## config.mk

```make
export PLATFORM = sky130hd
export DESIGN_NAME = two_rotor_substitution_cipher
export DESIGN_NICKNAME = d
export VERILOG_FILES = /design/src/rtl/core/trc_pkg.sv /design/src/rtl/core/trc_queue.sv /design/src/rtl/core/trc_front.sv /design/src/rtl/core/trc_back.sv /design/src/rtl/core/two_rotor_substitution_cipher.sv
export SDC_FILE = /design/constraint.sdc
export NUM_CORES = 1
export LEC_CHECK = 0
export ABC_AREA = 1
export BUFFER_PORTS_ARGS = -buffer_cell sky130_fd_sc_hd__buf_2
export CAP_MARGIN = 15
export CORE_MARGIN = 2
export CORE_UTILIZATION = 50
export DETAILED_ROUTE_END_ITERATION = 12
export PLACE_DENSITY_LB_ADDON = 0.15
export SKIP_CTS_REPAIR_TIMING = 1
export SLEW_MARGIN = 20
export SYNTH_ARGS = -nofsm -noshare
export SYNTH_HDL_FRONTEND = slang
export SYNTH_SLANG_ARGS = --single-unit
```

## constraint.sdc

```tcl
create_clock -name clk_i -period 6.8 [get_ports clk_i]
set_clock_uncertainty 0.15 [all_clocks]
set_input_delay 0 -clock clk_i [delete_from_list [all_inputs] [get_ports clk_i]]
set_output_delay 0 -clock clk_i [all_outputs]
set_load 0.005 [all_outputs]
```

## src/rtl/core/trc_pkg.sv

```systemverilog
`timescale 1ns / 1ps

package trc_pkg;

  // Rotor geometry
  localparam int unsigned ROTOR_SIZE_DEF = 28;
  localparam int unsigned SLOT_W         = 6;   // holds any position of the largest rotor (64)
  localparam int unsigned VAL_W          = 5;
  localparam int unsigned CHAR_W         = 8;
  localparam int unsigned QUEUE_DEPTH    = 2;

  // Character codes
  localparam logic [CHAR_W-1:0] CHR_NEWLINE = 8'd10;
  localparam logic [CHAR_W-1:0] CHR_SPACE   = 8'd32;
  localparam logic [CHAR_W-1:0] CHR_PERIOD  = 8'd46;
  localparam logic [CHAR_W-1:0] CHR_UPPER_A = 8'd65;
  localparam logic [CHAR_W-1:0] CHR_UPPER_Z = 8'd90;
  localparam logic [CHAR_W-1:0] CHR_LOWER_A = 8'd97;
  localparam logic [CHAR_W-1:0] CHR_LOWER_Z = 8'd122;
  localparam logic [CHAR_W-1:0] CASE_GAP    = 8'd32;
  localparam logic [CHAR_W-1:0] SYM_SPACE   = 8'd26;
  localparam logic [CHAR_W-1:0] SYM_PERIOD  = 8'd27;

  typedef enum logic [1:0] {
    MODE_LOAD = 2'd0,
    MODE_ENC  = 2'd1,
    MODE_DEC  = 2'd2,
    MODE_TURN = 2'd3
  } mode_e;

  typedef enum logic [2:0] {
    OP_LOAD,
    OP_TURN,
    OP_ECHO,
    OP_ENC,
    OP_DEC
  } op_e;

  typedef enum logic {
    BK_READY,
    BK_MATCH
  } bk_state_e;

  // Classified request handed from front to back
  typedef struct packed {
    op_e               op;
    logic              sel;
    logic [SLOT_W-1:0] slot;   // load position, turn amount or symbol index
    logic [VAL_W-1:0]  value;
    logic [CHAR_W-1:0] ch;
    logic              bad;
  } cmd_t;

  typedef struct packed {
    logic [CHAR_W-1:0] char_out;
    logic              bad_char;
  } res_t;

endpackage

```

## src/rtl/core/trc_queue.sv

```systemverilog
`timescale 1ns / 1ps

module trc_queue #(
  parameter int unsigned Width = 8,
  parameter int unsigned Depth = trc_pkg::QUEUE_DEPTH
) (
  input  logic             clk_i,
  input  logic             rst_ni,
  input  logic             push_i,
  input  logic [Width-1:0] data_i,
  output logic             full_o,
  input  logic             pop_i,
  output logic [Width-1:0] data_o,
  output logic             empty_o
);
  import trc_pkg::*;

  localparam int unsigned PtrW = (Depth > 1) ? $clog2(Depth) : 1;
  localparam int unsigned CntW = $clog2(Depth + 1);
  localparam logic [PtrW-1:0] LastPtr = PtrW'(Depth - 1);
  localparam logic [CntW-1:0] FullCnt = CntW'(Depth);

  logic [Width-1:0] mem_q [Depth];
  logic [PtrW-1:0]  wr_ptr_q, wr_ptr_d, rd_ptr_q, rd_ptr_d;
  logic [CntW-1:0]  cnt_q, cnt_d;
  logic             do_push, do_pop;

  assign full_o  = (cnt_q == FullCnt);
  assign empty_o = (cnt_q == '0);
  assign do_push = push_i && !full_o;
  assign do_pop  = pop_i && !empty_o;
  assign data_o  = mem_q[rd_ptr_q];

  always_comb begin
    wr_ptr_d = wr_ptr_q;
    rd_ptr_d = rd_ptr_q;
    cnt_d    = cnt_q;
    if (do_push) begin
      wr_ptr_d = (wr_ptr_q == LastPtr) ? '0 : wr_ptr_q + PtrW'(1);
    end
    if (do_pop) begin
      rd_ptr_d = (rd_ptr_q == LastPtr) ? '0 : rd_ptr_q + PtrW'(1);
    end
    if (do_push && !do_pop) begin
      cnt_d = cnt_q + CntW'(1);
    end else if (do_pop && !do_push) begin
      cnt_d = cnt_q - CntW'(1);
    end
  end

  always_ff @(posedge clk_i or negedge rst_ni) begin
    if (!rst_ni) begin
      wr_ptr_q <= '0;
      rd_ptr_q <= '0;
      cnt_q    <= '0;
    end else begin
      wr_ptr_q <= wr_ptr_d;
      rd_ptr_q <= rd_ptr_d;
      cnt_q    <= cnt_d;
    end
  end

  always_ff @(posedge clk_i) begin
    if (do_push) begin
      mem_q[wr_ptr_q] <= data_i;
    end
  end

endmodule

```

## src/rtl/core/trc_front.sv

```systemverilog
`timescale 1ns / 1ps

module trc_front #(
  parameter int unsigned ROTOR_SIZE = trc_pkg::ROTOR_SIZE_DEF
) (
  input  logic                        push_i,
  input  logic [1:0]                  mode_i,
  input  logic                        rotor_sel_i,
  input  logic [4:0]                  entry_index_i,
  input  logic [trc_pkg::VAL_W-1:0]   entry_value_i,
  input  logic [trc_pkg::CHAR_W-1:0]  char_in_i,
  input  logic [7:0]                  turns_i,
  input  logic                        cmd_full_i,
  output logic                        cmd_push_o,
  output trc_pkg::cmd_t               cmd_o
);
  import trc_pkg::*;

  localparam logic [7:0]  NMOD  = 8'(ROTOR_SIZE);
  localparam logic [15:0] RECIP = 16'((65536 + ROTOR_SIZE - 1) / ROTOR_SIZE);

  // Reciprocal multiply gives the exact quotient for any 8-bit amount
  function automatic logic [7:0] mod_size(input logic [7:0] v);
    logic [23:0] prod;
    logic [7:0]  quo;
    logic [15:0] back;
    prod = {16'd0, v} * {8'd0, RECIP};
    quo  = prod[23:16];
    back = {8'd0, quo} * {8'd0, NMOD};
    return v - back[7:0];
  endfunction

  logic [CHAR_W-1:0] upper, sym;
  logic              sym_ok, keep;

  always_comb begin
    upper = char_in_i;
    if (char_in_i >= CHR_LOWER_A && char_in_i <= CHR_LOWER_Z) begin
      upper = char_in_i - CASE_GAP;
    end
    sym_ok = 1'b1;
    sym    = '0;
    if (upper == CHR_SPACE) begin
      sym = SYM_SPACE;
    end else if (upper == CHR_PERIOD) begin
      sym = SYM_PERIOD;
    end else if (upper >= CHR_UPPER_A && upper <= CHR_UPPER_Z) begin
      sym = upper - CHR_UPPER_A;
    end else begin
      sym_ok = 1'b0;
    end
    if (sym >= NMOD) begin
      sym_ok = 1'b0;
    end
  end

  always_comb begin
    keep        = 1'b1;
    cmd_o.op    = OP_ECHO;
    cmd_o.sel   = rotor_sel_i;
    cmd_o.slot  = '0;
    cmd_o.value = entry_value_i;
    cmd_o.ch    = char_in_i;
    cmd_o.bad   = 1'b0;
    unique case (mode_e'(mode_i))
      MODE_LOAD: begin
        cmd_o.op   = OP_LOAD;
        cmd_o.slot = SLOT_W'(entry_index_i);
        // drop loads past the end of the rotor
        keep       = (8'(entry_index_i) < NMOD);
      end
      MODE_TURN: begin
        cmd_o.op   = OP_TURN;
        cmd_o.slot = SLOT_W'(mod_size(turns_i));
      end
      MODE_ENC, MODE_DEC: begin
        if (char_in_i == CHR_NEWLINE) begin
          cmd_o.op = OP_ECHO;
        end else if (!sym_ok) begin
          cmd_o.op  = OP_ECHO;
          cmd_o.bad = 1'b1;
        end else begin
          cmd_o.op   = (mode_e'(mode_i) == MODE_ENC) ? OP_ENC : OP_DEC;
          cmd_o.slot = SLOT_W'(sym);
        end
      end
      default: begin
        keep = 1'b0;
      end
    endcase
  end

  assign cmd_push_o = push_i && !cmd_full_i && keep;

endmodule

```

## src/rtl/core/trc_back.sv

```systemverilog
`timescale 1ns / 1ps

module trc_back #(
  parameter int unsigned ROTOR_SIZE = trc_pkg::ROTOR_SIZE_DEF
) (
  input  logic           clk_i,
  input  logic           rst_ni,
  input  logic           cmd_empty_i,
  input  trc_pkg::cmd_t  cmd_i,
  output logic           cmd_pop_o,
  input  logic           res_full_i,
  output logic           res_push_o,
  output trc_pkg::res_t  res_o
);
  import trc_pkg::*;

  localparam int unsigned IW = (ROTOR_SIZE > 1) ? $clog2(ROTOR_SIZE) : 1;
  localparam int unsigned PW = $clog2(ROTOR_SIZE + 1);
  localparam logic [IW:0] NSZ = (IW + 1)'(ROTOR_SIZE);

  function automatic logic [IW-1:0] wrap(input logic [IW:0] s);
    logic [IW:0] t;
    t = (s >= NSZ) ? s - NSZ : s;
    return t[IW-1:0];
  endfunction

  function automatic logic [IW-1:0] phys_one(input logic [IW-1:0] k, input logic [IW-1:0] off);
    return wrap({1'b0, k} + (NSZ - {1'b0, off}));
  endfunction

  function automatic logic [IW-1:0] phys_two(input logic [IW-1:0] k, input logic [IW-1:0] off);
    return wrap({1'b0, k} + {1'b0, off});
  endfunction

  logic [VAL_W-1:0]      rotor_one_q [ROTOR_SIZE];
  logic [VAL_W-1:0]      rotor_two_q [ROTOR_SIZE];
  logic [IW-1:0]         off_one_q, off_one_d, off_two_q, off_two_d;
  logic [ROTOR_SIZE-1:0] match_q, match_d, seen;
  bk_state_e             state_q, state_d;
  logic [IW-1:0]         slot, key_addr, load_addr;
  logic [VAL_W-1:0]      key;
  logic [PW-1:0]         pos;
  logic [CHAR_W-1:0]     pos_byte, cipher_char;
  logic                  is_enc, load_we;

  assign slot   = cmd_i.slot[IW-1:0];
  assign is_enc = (cmd_i.op == OP_ENC);

  // Step one: fetch the key and compare it against every entry of the other rotor
  always_comb begin
    key_addr = is_enc ? phys_one(slot, off_one_q) : phys_two(slot, off_two_q);
    key      = is_enc ? rotor_one_q[key_addr] : rotor_two_q[key_addr];
    for (int j = 0; j < ROTOR_SIZE; j++) begin
      match_d[j] = ((is_enc ? rotor_two_q[j] : rotor_one_q[j]) == key);
    end
  end

  // Step two: put hits in seen order and take the first one
  always_comb begin
    for (int p = 0; p < ROTOR_SIZE; p++) begin
      seen[p] = match_q[is_enc ? phys_two(IW'(p), off_two_q) : phys_one(IW'(p), off_one_q)];
    end
    pos = PW'(ROTOR_SIZE);
    for (int p = ROTOR_SIZE - 1; p >= 0; p--) begin
      if (seen[p]) begin
        pos = PW'(p);
      end
    end
    pos_byte = CHAR_W'(pos);
    if (pos_byte == SYM_SPACE) begin
      cipher_char = CHR_SPACE;
    end else if (pos_byte == SYM_PERIOD) begin
      cipher_char = CHR_PERIOD;
    end else begin
      cipher_char = pos_byte + CHR_UPPER_A;
    end
  end

  assign load_addr = cmd_i.sel ? phys_two(slot, off_two_q) : phys_one(slot, off_one_q);

  always_comb begin
    state_d        = state_q;
    cmd_pop_o      = 1'b0;
    res_push_o     = 1'b0;
    res_o.char_out = cmd_i.ch;
    res_o.bad_char = cmd_i.bad;
    load_we        = 1'b0;
    off_one_d      = off_one_q;
    off_two_d      = off_two_q;
    unique case (state_q)
      BK_READY: begin
        if (!cmd_empty_i) begin
          unique case (cmd_i.op) inside
            OP_LOAD: begin
              load_we   = 1'b1;
              cmd_pop_o = 1'b1;
            end
            OP_TURN: begin
              cmd_pop_o = 1'b1;
              if (cmd_i.sel) begin
                off_two_d = wrap({1'b0, off_two_q} + {1'b0, slot});
              end else begin
                off_one_d = wrap({1'b0, off_one_q} + {1'b0, slot});
              end
            end
            OP_ECHO: begin
              if (!res_full_i) begin
                res_push_o = 1'b1;
                cmd_pop_o  = 1'b1;
              end
            end
            OP_ENC, OP_DEC: begin
              // hold the request at the head until the result goes out
              if (!res_full_i) begin
                state_d = BK_MATCH;
              end
            end
            default: begin
              cmd_pop_o = 1'b1;
            end
          endcase
        end
      end
      BK_MATCH: begin
        res_push_o     = 1'b1;
        cmd_pop_o      = 1'b1;
        res_o.char_out = cipher_char;
        res_o.bad_char = 1'b0;
        off_one_d      = wrap({1'b0, off_one_q} + (IW + 1)'(1));
        off_two_d      = wrap({1'b0, off_two_q} + (IW + 1)'(1));
        state_d        = BK_READY;
      end
      default: begin
        state_d = BK_READY;
      end
    endcase
  end

  always_ff @(posedge clk_i or negedge rst_ni) begin
    if (!rst_ni) begin
      state_q   <= BK_READY;
      off_one_q <= '0;
      off_two_q <= '0;
    end else begin
      state_q   <= state_d;
      off_one_q <= off_one_d;
      off_two_q <= off_two_d;
    end
  end

  always_ff @(posedge clk_i) begin
    if (state_q == BK_READY && state_d == BK_MATCH) begin
      match_q <= match_d;
    end
    if (load_we) begin
      if (cmd_i.sel) begin
        rotor_two_q[load_addr] <= cmd_i.value;
      end else begin
        rotor_one_q[load_addr] <= cmd_i.value;
      end
    end
  end

endmodule

```

## src/rtl/core/two_rotor_substitution_cipher.sv

```systemverilog
`timescale 1ns / 1ps
// Two-rotor substitution cipher over a 28-symbol alphabet (A-Z, space, period).
// Input channel: a queue write port. Present mode_i and its fields with push high;
// the request is taken on a rising edge where push is high and full is low.
// Modes: load one rotor entry, encrypt a byte, decrypt a byte, turn a rotor.
// Result channel: a queue read port. While empty is low the oldest result sits on
// char_out_o / bad_char_o; raise pop to take it. Only encrypt and decrypt requests
// produce a result; loads and turns complete silently.
// An echoed byte (newline or one outside the alphabet) goes to the result queue,
// and a load or turn is applied, straight from the ready state. An enciphered byte
// first reads the key and compares it against every entry of the other rotor,
// registering the hits, then in the match state rotates the hits into seen order
// and priority-encodes the first one.
// A two-entry request queue sits between the classifier and the back end, and a
// two-entry result queue sits at the output, so requests keep being taken while
// a result waits. When the receiver stalls the result queue fills, the back end
// holds, then the request queue fills and full rises.
// Reset clears both rotor offsets and both queues; rotor contents are undefined
// until loaded.
module two_rotor_substitution_cipher #(
  parameter int unsigned ROTOR_SIZE = trc_pkg::ROTOR_SIZE_DEF
) (
  input  logic                        clk_i,
  input  logic                        rst_ni,
  input  logic                        push,
  output logic                        full,
  input  logic [1:0]                  mode_i,
  input  logic                        rotor_sel_i,
  input  logic [4:0]                  entry_index_i,
  input  logic [trc_pkg::VAL_W-1:0]   entry_value_i,
  input  logic [trc_pkg::CHAR_W-1:0]  char_in_i,
  input  logic [7:0]                  turns_i,
  output logic                        empty,
  input  logic                        pop,
  output logic [trc_pkg::CHAR_W-1:0]  char_out_o,
  output logic                        bad_char_o
);
  import trc_pkg::*;

  localparam int unsigned CmdW = $bits(cmd_t);
  localparam int unsigned ResW = $bits(res_t);

  cmd_t            cmd_wr, cmd_head;
  res_t            res_wr, res_head;
  logic [CmdW-1:0] cmd_rd_raw;
  logic [ResW-1:0] res_rd_raw;
  logic            cmd_push, cmd_full, cmd_empty, cmd_pop;
  logic            res_push, res_full;

  // Classify incoming requests
  trc_front #(
    .ROTOR_SIZE(ROTOR_SIZE)
  ) u_front (
    .push_i       (push),
    .mode_i       (mode_i),
    .rotor_sel_i  (rotor_sel_i),
    .entry_index_i(entry_index_i),
    .entry_value_i(entry_value_i),
    .char_in_i    (char_in_i),
    .turns_i      (turns_i),
    .cmd_full_i   (cmd_full),
    .cmd_push_o   (cmd_push),
    .cmd_o        (cmd_wr)
  );

  trc_queue #(
    .Width(CmdW),
    .Depth(QUEUE_DEPTH)
  ) u_cmd_queue (
    .clk_i  (clk_i),
    .rst_ni (rst_ni),
    .push_i (cmd_push),
    .data_i (cmd_wr),
    .full_o (cmd_full),
    .pop_i  (cmd_pop),
    .data_o (cmd_rd_raw),
    .empty_o(cmd_empty)
  );

  assign cmd_head = cmd_t'(cmd_rd_raw);
  assign full     = cmd_full;

  // Execute against the rotors
  trc_back #(
    .ROTOR_SIZE(ROTOR_SIZE)
  ) u_back (
    .clk_i      (clk_i),
    .rst_ni     (rst_ni),
    .cmd_empty_i(cmd_empty),
    .cmd_i      (cmd_head),
    .cmd_pop_o  (cmd_pop),
    .res_full_i (res_full),
    .res_push_o (res_push),
    .res_o      (res_wr)
  );

  trc_queue #(
    .Width(ResW),
    .Depth(QUEUE_DEPTH)
  ) u_res_queue (
    .clk_i  (clk_i),
    .rst_ni (rst_ni),
    .push_i (res_push),
    .data_i (res_wr),
    .full_o (res_full),
    .pop_i  (pop),
    .data_o (res_rd_raw),
    .empty_o(empty)
  );

  assign res_head   = res_t'(res_rd_raw);
  assign char_out_o = res_head.char_out;
  assign bad_char_o = res_head.bad_char;

  // The back end never writes a result into a full output queue
  a_res_no_overflow: assert property (@(posedge clk_i) disable iff (!rst_ni)
    res_push |-> !res_full)
    else $error("result written while result queue full");

  // Requests leave the queue only when one is there
  a_cmd_no_underflow: assert property (@(posedge clk_i) disable iff (!rst_ni)
    cmd_pop |-> !cmd_empty)
    else $error("request popped from empty queue");

  // Every result retires the request that caused it in the same cycle
  a_res_retires_cmd: assert property (@(posedge clk_i) disable iff (!rst_ni)
    res_push |-> cmd_pop)
    else $error("result written without retiring its request");

endmodule
```

# Word level (Yosys, flattened, before mapping)
# Memories as Yosys holds them, arrays and structs flattened.
# Cells that the tools add are included.
dict set report op_classes {
  addsub 131
  mul 2
  magnitude_cmp 94
  n_eq_ne 46
  mux 264
  n_bitwise 1
  reduce_logical 31
}
# op count
set ops {}
lappend ops {{5-bit two-way mux} 152}
lappend ops {{6-bit by 5-bit >= comparator with 1-bit output (second input constant)} 59}
lappend ops {{5-bit subtractor (second input constant)} 60}
lappend ops {{5-bit by 6-bit < comparator with 1-bit output (second input constant)} 28}
lappend ops {{1-bit binary-select mux with 5-bit select} 28}
lappend ops {{5-bit == test} 28}
lappend ops {{5-bit by 5-bit adder with 6-bit output (first input constant)} 12}
lappend ops {{5-bit by 6-bit adder with 6-bit output (first input constant)} 12}
lappend ops {{1-bit two-way mux} 59}
lappend ops {{4-bit by 5-bit adder with 6-bit output (first input constant)} 8}
lappend ops {{4-bit by 6-bit adder with 6-bit output (first input constant)} 8}
lappend ops {{8-bit two-way mux} 6}
lappend ops {{3-bit by 5-bit adder with 6-bit output (first input constant)} 4}
lappend ops {{3-bit by 6-bit adder with 6-bit output (first input constant)} 4}
lappend ops {{8-bit by 12-bit multiplier with 20-bit output (second input constant)} 1}
lappend ops {{5-bit one-hot mux with 2 select lines} 2}
lappend ops {{6-bit one-hot mux with 3 select lines} 1}
lappend ops {{8-bit by 6-bit == test with 1-bit output (second input constant)} 2}
lappend ops {{8-bit by 7-bit >= comparator with 1-bit output (second input constant)} 2}
lappend ops {{8-bit by 7-bit less-or-equal comparator with 1-bit output (second input constant)} 2}
lappend ops {{1-bit logical AND} 13}
lappend ops {{2-bit by 5-bit adder with 6-bit output (first input constant)} 2}
lappend ops {{2-bit by 6-bit adder with 6-bit output (first input constant)} 2}
lappend ops {{5-bit by 5-bit adder with 6-bit output} 2}
lappend ops {{other kinds (38)} 72}
dict set report word_totals {
  regBits 47
  ramBits 346
  in_bits 33
  out_inout_bits 11
  n_memories 4
}
# name words word_bits rd rd_clocked_by_memory_dff wr line_no
set memory_table {}
lappend memory_table {u_back.rotor_one_q 28 5 29 0 1 trc_back.sv:35} ;# logic [VAL_W-1:0] rotor_one_q [ROTOR_SIZE];
lappend memory_table {u_back.rotor_two_q 28 5 29 0 1 trc_back.sv:36} ;# logic [VAL_W-1:0] rotor_two_q [ROTOR_SIZE];
lappend memory_table {u_cmd_queue.mem_q 2 24 1 0 1 trc_queue.sv:23} ;# logic [Width-1:0] mem_q [Depth];
lappend memory_table {u_res_queue.mem_q 2 9 1 0 1 trc_queue.sv:23}

# Longest topological paths before layout
dict set report depth {
  depth_word 39
  ltp_mapped 58
  mapped_depth_nobuf 55
}

# Modules after synthesis
# A second synthesis with hierarchy kept.
dict set report hier_totals {
  hier_cells 4130
  hier_area_um2 32443.6
}
# module instances cells_per_inst area_per_inst_um2 seq_area_each_um2
set modules_own_cells {}
lappend modules_own_cells {trc_back 1 3583 27397.5 10725.3}
lappend modules_own_cells {trc_front 1 312 2179.6 0.0}
lappend modules_own_cells {{trc_queue (u_cmd_queue)} 1 157 1985.7 1541.5}
lappend modules_own_cells {{trc_queue (u_res_queue)} 1 78 880.8 640.6}

# Worst setup path before layout
# OpenSTA, ideal clock, no wires.
dict set report synth_path {
  path_kind {reg2reg}
  startpoint {register u_back.off_one_q[0]}
  endpoint {memory u_res_queue.mem_q[0][5] (netlist name), data pin}
  arrival_ns 5.580
  t_required_ns 6.382
  setup_slack_ns 0.801
  stages_incl_launch_ff 58
  path_buffers 3
  synth_period_minus_slack_ns 5.999
  path_cell_list {dfrtp_1 buf_6 inv_1 clkbuf_1 ha_1 inv_1 nand2_1 nand2_1 inv_1 clkbuf_1 ha_1 inv_1 nand2_1 xor2_1 inv_1 ha_1 nand3_1 nand3_1 [22 not listed] nand2_1 nand2_1 nand2_1 nand2_1 nand2_1 nand2_1 nand2_1 nand2_1 nand2_1 nand2_1 nand2_1 nand2_1 inv_2 ha_1 inv_1 nor3_2 xnor2_1 o22ai_1}
}
# element line_no
set synth_rtl {}
lappend synth_rtl {{start, declared} trc_back.sv:37} ;# logic [IW-1:0] off_one_q, off_one_d, off_two_q, off_two_d;
lappend synth_rtl {{start signal, assigned} trc_back.sv:146} ;# off_one_q <= off_one_d;
lappend synth_rtl {{end, declared} trc_queue.sv:23}

# Worst setup path after layout
dict set report layout_path {
  startpoint {register u_back.off_one_q[1]}
  endpoint {register u_back.match_q[10], data pin}
}
dict set report layout_between {
  elab_chain_len 8
}
# element line_no
set layout_lines {}
lappend layout_lines {{5-bit by 5-bit subtractor with 6-bit output *} trc_back.sv:28} ;# return wrap({1'b0, k} + (NSZ - {1'b0, off}));
lappend layout_lines {{5-bit by 6-bit adder with 6-bit output *} trc_back.sv:28}
lappend layout_lines {{5-bit subtractor / 6-bit by 5-bit >= comparator with 1-bit output (equally long branches)} trc_back.sv:23} ;# t = (s >= NSZ) ? s - NSZ : s;
lappend layout_lines {{5-bit two-way mux *} trc_back.sv:23}
lappend layout_lines {{5-bit two-way mux *} trc_back.sv:51} ;# key_addr = is_enc ? phys_one(slot, off_one_q) : phys_two(slot, off_two_q);
lappend layout_lines {{memory 28 x 5 bit, on equally long branches} n/a}
lappend layout_lines {{5-bit two-way mux *} trc_back.sv:52} ;# key = is_enc ? rotor_one_q[key_addr] : rotor_two_q[key_addr];
lappend layout_lines {{5-bit == test *} trc_back.sv:54} ;# match_d[j] = ((is_enc ? rotor_two_q[j] : rotor_one_q[j]) == key);
lappend layout_lines {{net u_back.match_d[10]} trc_back.sv:38} ;# logic [ROTOR_SIZE-1:0] match_q, match_d, seen;
lappend layout_lines {{end signal, assigned} trc_back.sv:153} ;# match_q <= match_d;
lappend layout_lines {{end, declared} trc_back.sv:38}
# The timed path passes the listed nets; every way through them passes the cells marked *.
# A chain may end at the register's enable or synchronous reset.

==> flow_metrics.tcl <==
set metrics [dict create \
    status "complete, but fails checks" \
    violations "hold timing" \
    synthesis.area_mm2 0.0317 \
    endpoint_kind "register" \
    worstHoldStart "entry_value_i[3]" \
    cts_max_level 2 \
    clockBufferDepth 3 \
    start_kind "register" \
    hp-class "input pin to register" \
    syn-num-nets 4202 \
    core_area_mm2 0.0629 \
    regToRegEndpoint "u_back.match_q[10]" \
    crit_path_frequent_cell "inv_1" \
    fill_cells 5953 \
    rsz0062_at_grt "no" \
    period_share 0.926 \
    pin_count 44 \
    rows 92 \
    r2r_setup_slack_ns 0.51 \
    gr-total-overflow 0 \
    max_stage_delay_ns 0.80 \
    grt_max_degree 108 \
    drt_first_pass_iters 5 \
    drc 0 \
    arrival_ns 6.53 \
    r2r_cells 30 \
    place.port_buffers 43 \
    num-nets-final 4224 \
    yosysUniqueCellTypes 64 \
    crit_start "u_back.off_one_q[1]" \
    fmax_mhz 159 \
    globalplace.congestion 1.01 \
    clock_latency_ns 0.60 \
    wl_per_cell_um 20.4 \
    critPathTopFamily "buffers and inverters" \
    whs_ns -0.00568 \
    finalSetupViolations 0 \
    grt_pass1_wl_mm 153 \
    grt_antenna_before_repair 0 \
    detail_route.vias_per_cell 5.73 \
    async_flop_share 0.0441 \
    crit_required_ns 7.04 \
    setup_tns_ns 0 \
    drt-initial-drc-count 2936 \
    drive_gt1_frac 0.0732 \
    grt_pass1_vias 26252 \
    max_slew_margin 0.292 \
    die_x_um 256 \
    numCtsBuffers 47 \
    critPathBufInv 10 \
    final_common_cell "nand2_1" \
    cts_tree "yes" \
    worst_hold_path.endpoint "u_cmd_queue.mem_q[1][12]" \
    dieArea_mm2 0.0654 \
    tightestPinTransition_ns 1.06 \
    synth_seq_cells 431 \
    dp_hpwl_mm 71.3 \
    synth_ff_type "edfxtp_1" \
    wl_mm 100 \
    finalHoldViolations 2 \
    die_h_um 256 \
    drt.antenna.violating_nets 0 \
    yosysWarnings 0 \
    path_clk_slew_ns 0.06 \
    cp_max_fo 37 \
    start_util 0.504 \
    final_cell_mix "971 x nand2_1, 480 x inv_1, 452 x o21ai_0" \
    cp_slowest_cell "o31ai_4" \
    grt_use_total 0.300 \
    area_growth_pct 9.84 \
    vias 28267 \
    cts.sinks 431 \
    synthCells 4026 \
    maxCapViolCount 0 \
    ys_seq_area_frac 0.405 \
    fin_util 0.554 \
    num_antenna_cells 0 \
    avgSynthCellArea_um2 7.87 \
    path_class "register to register" \
    hold_depth 2 \
    period_minus_slack_ns 6.30 \
    synth_edf_count 412 \
    final_max_slew_viol_count 0 \
    clockRootBuffer "clkbuf_16" \
    r2r-start "u_back.off_one_q[1]" \
]
## per-layer routing
layer	vias to the layer above	global-route usage	routed length, um
met3	250	0.0345	7470
li1	13623	-	-
met2	1239	0.490	45900
met1	13155	0.400	41900
met5	-	0	0
met4	0	0.142	5100
## logic make-up after synthesis
group / Yosys count / share of synthesized area
buf+inv: 682 / 0.0883
flops: 431 / 0.405
compound gates: 883 / 0.163
fa+ha+maj: 143 / 0.0593
mux: 3 / 0.000947
xor+xnor: 230 / 0.0638
simple gates: 1654 / 0.220
## worst max path at each step
stage,end,slack [ns],cells past startpoint
global placement,u_res_queue.mem_q[0][6],0.57,44
finish,u_back.match_q[10],0.51,30
floorplan,u_res_queue.mem_q[0][5],0.80,57
global route,u_res_queue.mem_q[0][5],0.003,47
CTS,u_back.match_q[16],0.36,32
detailed placement,u_back.match_q[16],0.43,32
## flip-flops by register name, summed over array words and instances (netlist names)
name and flops:
u_res_queue.cnt_q 2, u_cmd_queue.wr_ptr_q 1, u_back.state_q 1, u_cmd_queue.rd_ptr_q 1
u_res_queue.wr_ptr_q 1, u_back.off_one_q 5, u_cmd_queue.mem_q 46, u_back.rotor_two_q 160
u_back.match_q 28, u_back.rotor_one_q 160, u_res_queue.rd_ptr_q 1, u_cmd_queue.cnt_q 2
u_back.off_two_q 5, u_res_queue.mem_q 18
## cell usage after synthesis (3+ instances only)
library cell | count | share of area
nand2_1 | 979 | 0.12
inv_1 | 481 | 0.057
o21ai_0 | 454 | 0.072
edfxtp_1 | 412 | 0.39
nor2_1 | 306 | 0.036
xor2_1 | 213 | 0.059
nand3_1 | 209 | 0.033
a21oi_1 | 133 | 0.021
ha_1 | 131 | 0.052
clkbuf_1 | 79 | 0.0094
o211ai_1 | 70 | 0.017
buf_2 | 64 | 0.010
a311oi_1 | 35 | 0.0097
nand3b_1 | 34 | 0.0081
o21ai_1 | 34 | 0.0054
o22ai_1 | 32 | 0.0063
nor3_1 | 26 | 0.0041
buf_4 | 24 | 0.0057
nor3_2 | 21 | 0.0066
o21a_1 | 20 | 0.0047
and3_1 | 19 | 0.0037
dfrtp_1 | 19 | 0.015
o221ai_1 | 18 | 0.0050
o31ai_1 | 18 | 0.0043
or2_2 | 18 | 0.0036
nand4_1 | 17 | 0.0034
a31oi_1 | 16 | 0.0032
xnor2_1 | 16 | 0.0044
o21ai_2 | 13 | 0.0036
fa_1 | 12 | 0.0076
clkinv_1 | 10 | 0.0012
inv_2 | 10 | 0.0012
a32oi_1 | 7 | 0.0019
buf_1 | 6 | 0.00071
buf_6 | 6 | 0.0021
nor4_1 | 6 | 0.0012
a211oi_1 | 5 | 0.0012
a22oi_1 | 5 | 0.0012
nand2_2 | 5 | 0.00099
or2_1 | 5 | 0.00099
and2_1 | 4 | 0.00079
mux2i_1 | 3 | 0.00095
o32ai_1 | 3 | 0.00083
## through the flow
step | cells | cell area (um^2) | hold slack, ns | setup slack, ns
2_1_floorplan | 4026 | 31700 | -0.446 | 0.801
3_3_place_gp | 4816 | 32900 | -0.129 | 0.570
3_5_place_dp | 4816 | 32900 | -0.128 | 0.425
4_1_cts | 4901 | 34400 | -0.755 | 0.364
5_1_grt | 4930 | 34800 | -0.0186 | 0.00287
6_report | 4930 | 34800 | -0.00568 | 0.505
## layout make-up
cell class	count	area, um^2	area share
clock buffer	60	1230	0.0355
clock inverter	25	339	0.00974
inverter	501	1880	0.0541
multi-input combinational	2913	16200	0.466
sequential	431	12800	0.369
tap	846	1060	0.0304
timing repair buffer	154	1210	0.0349
Power is not shown: default switching activity piles up to over one toggle a cycle in this logic, so the estimate is an artifact.
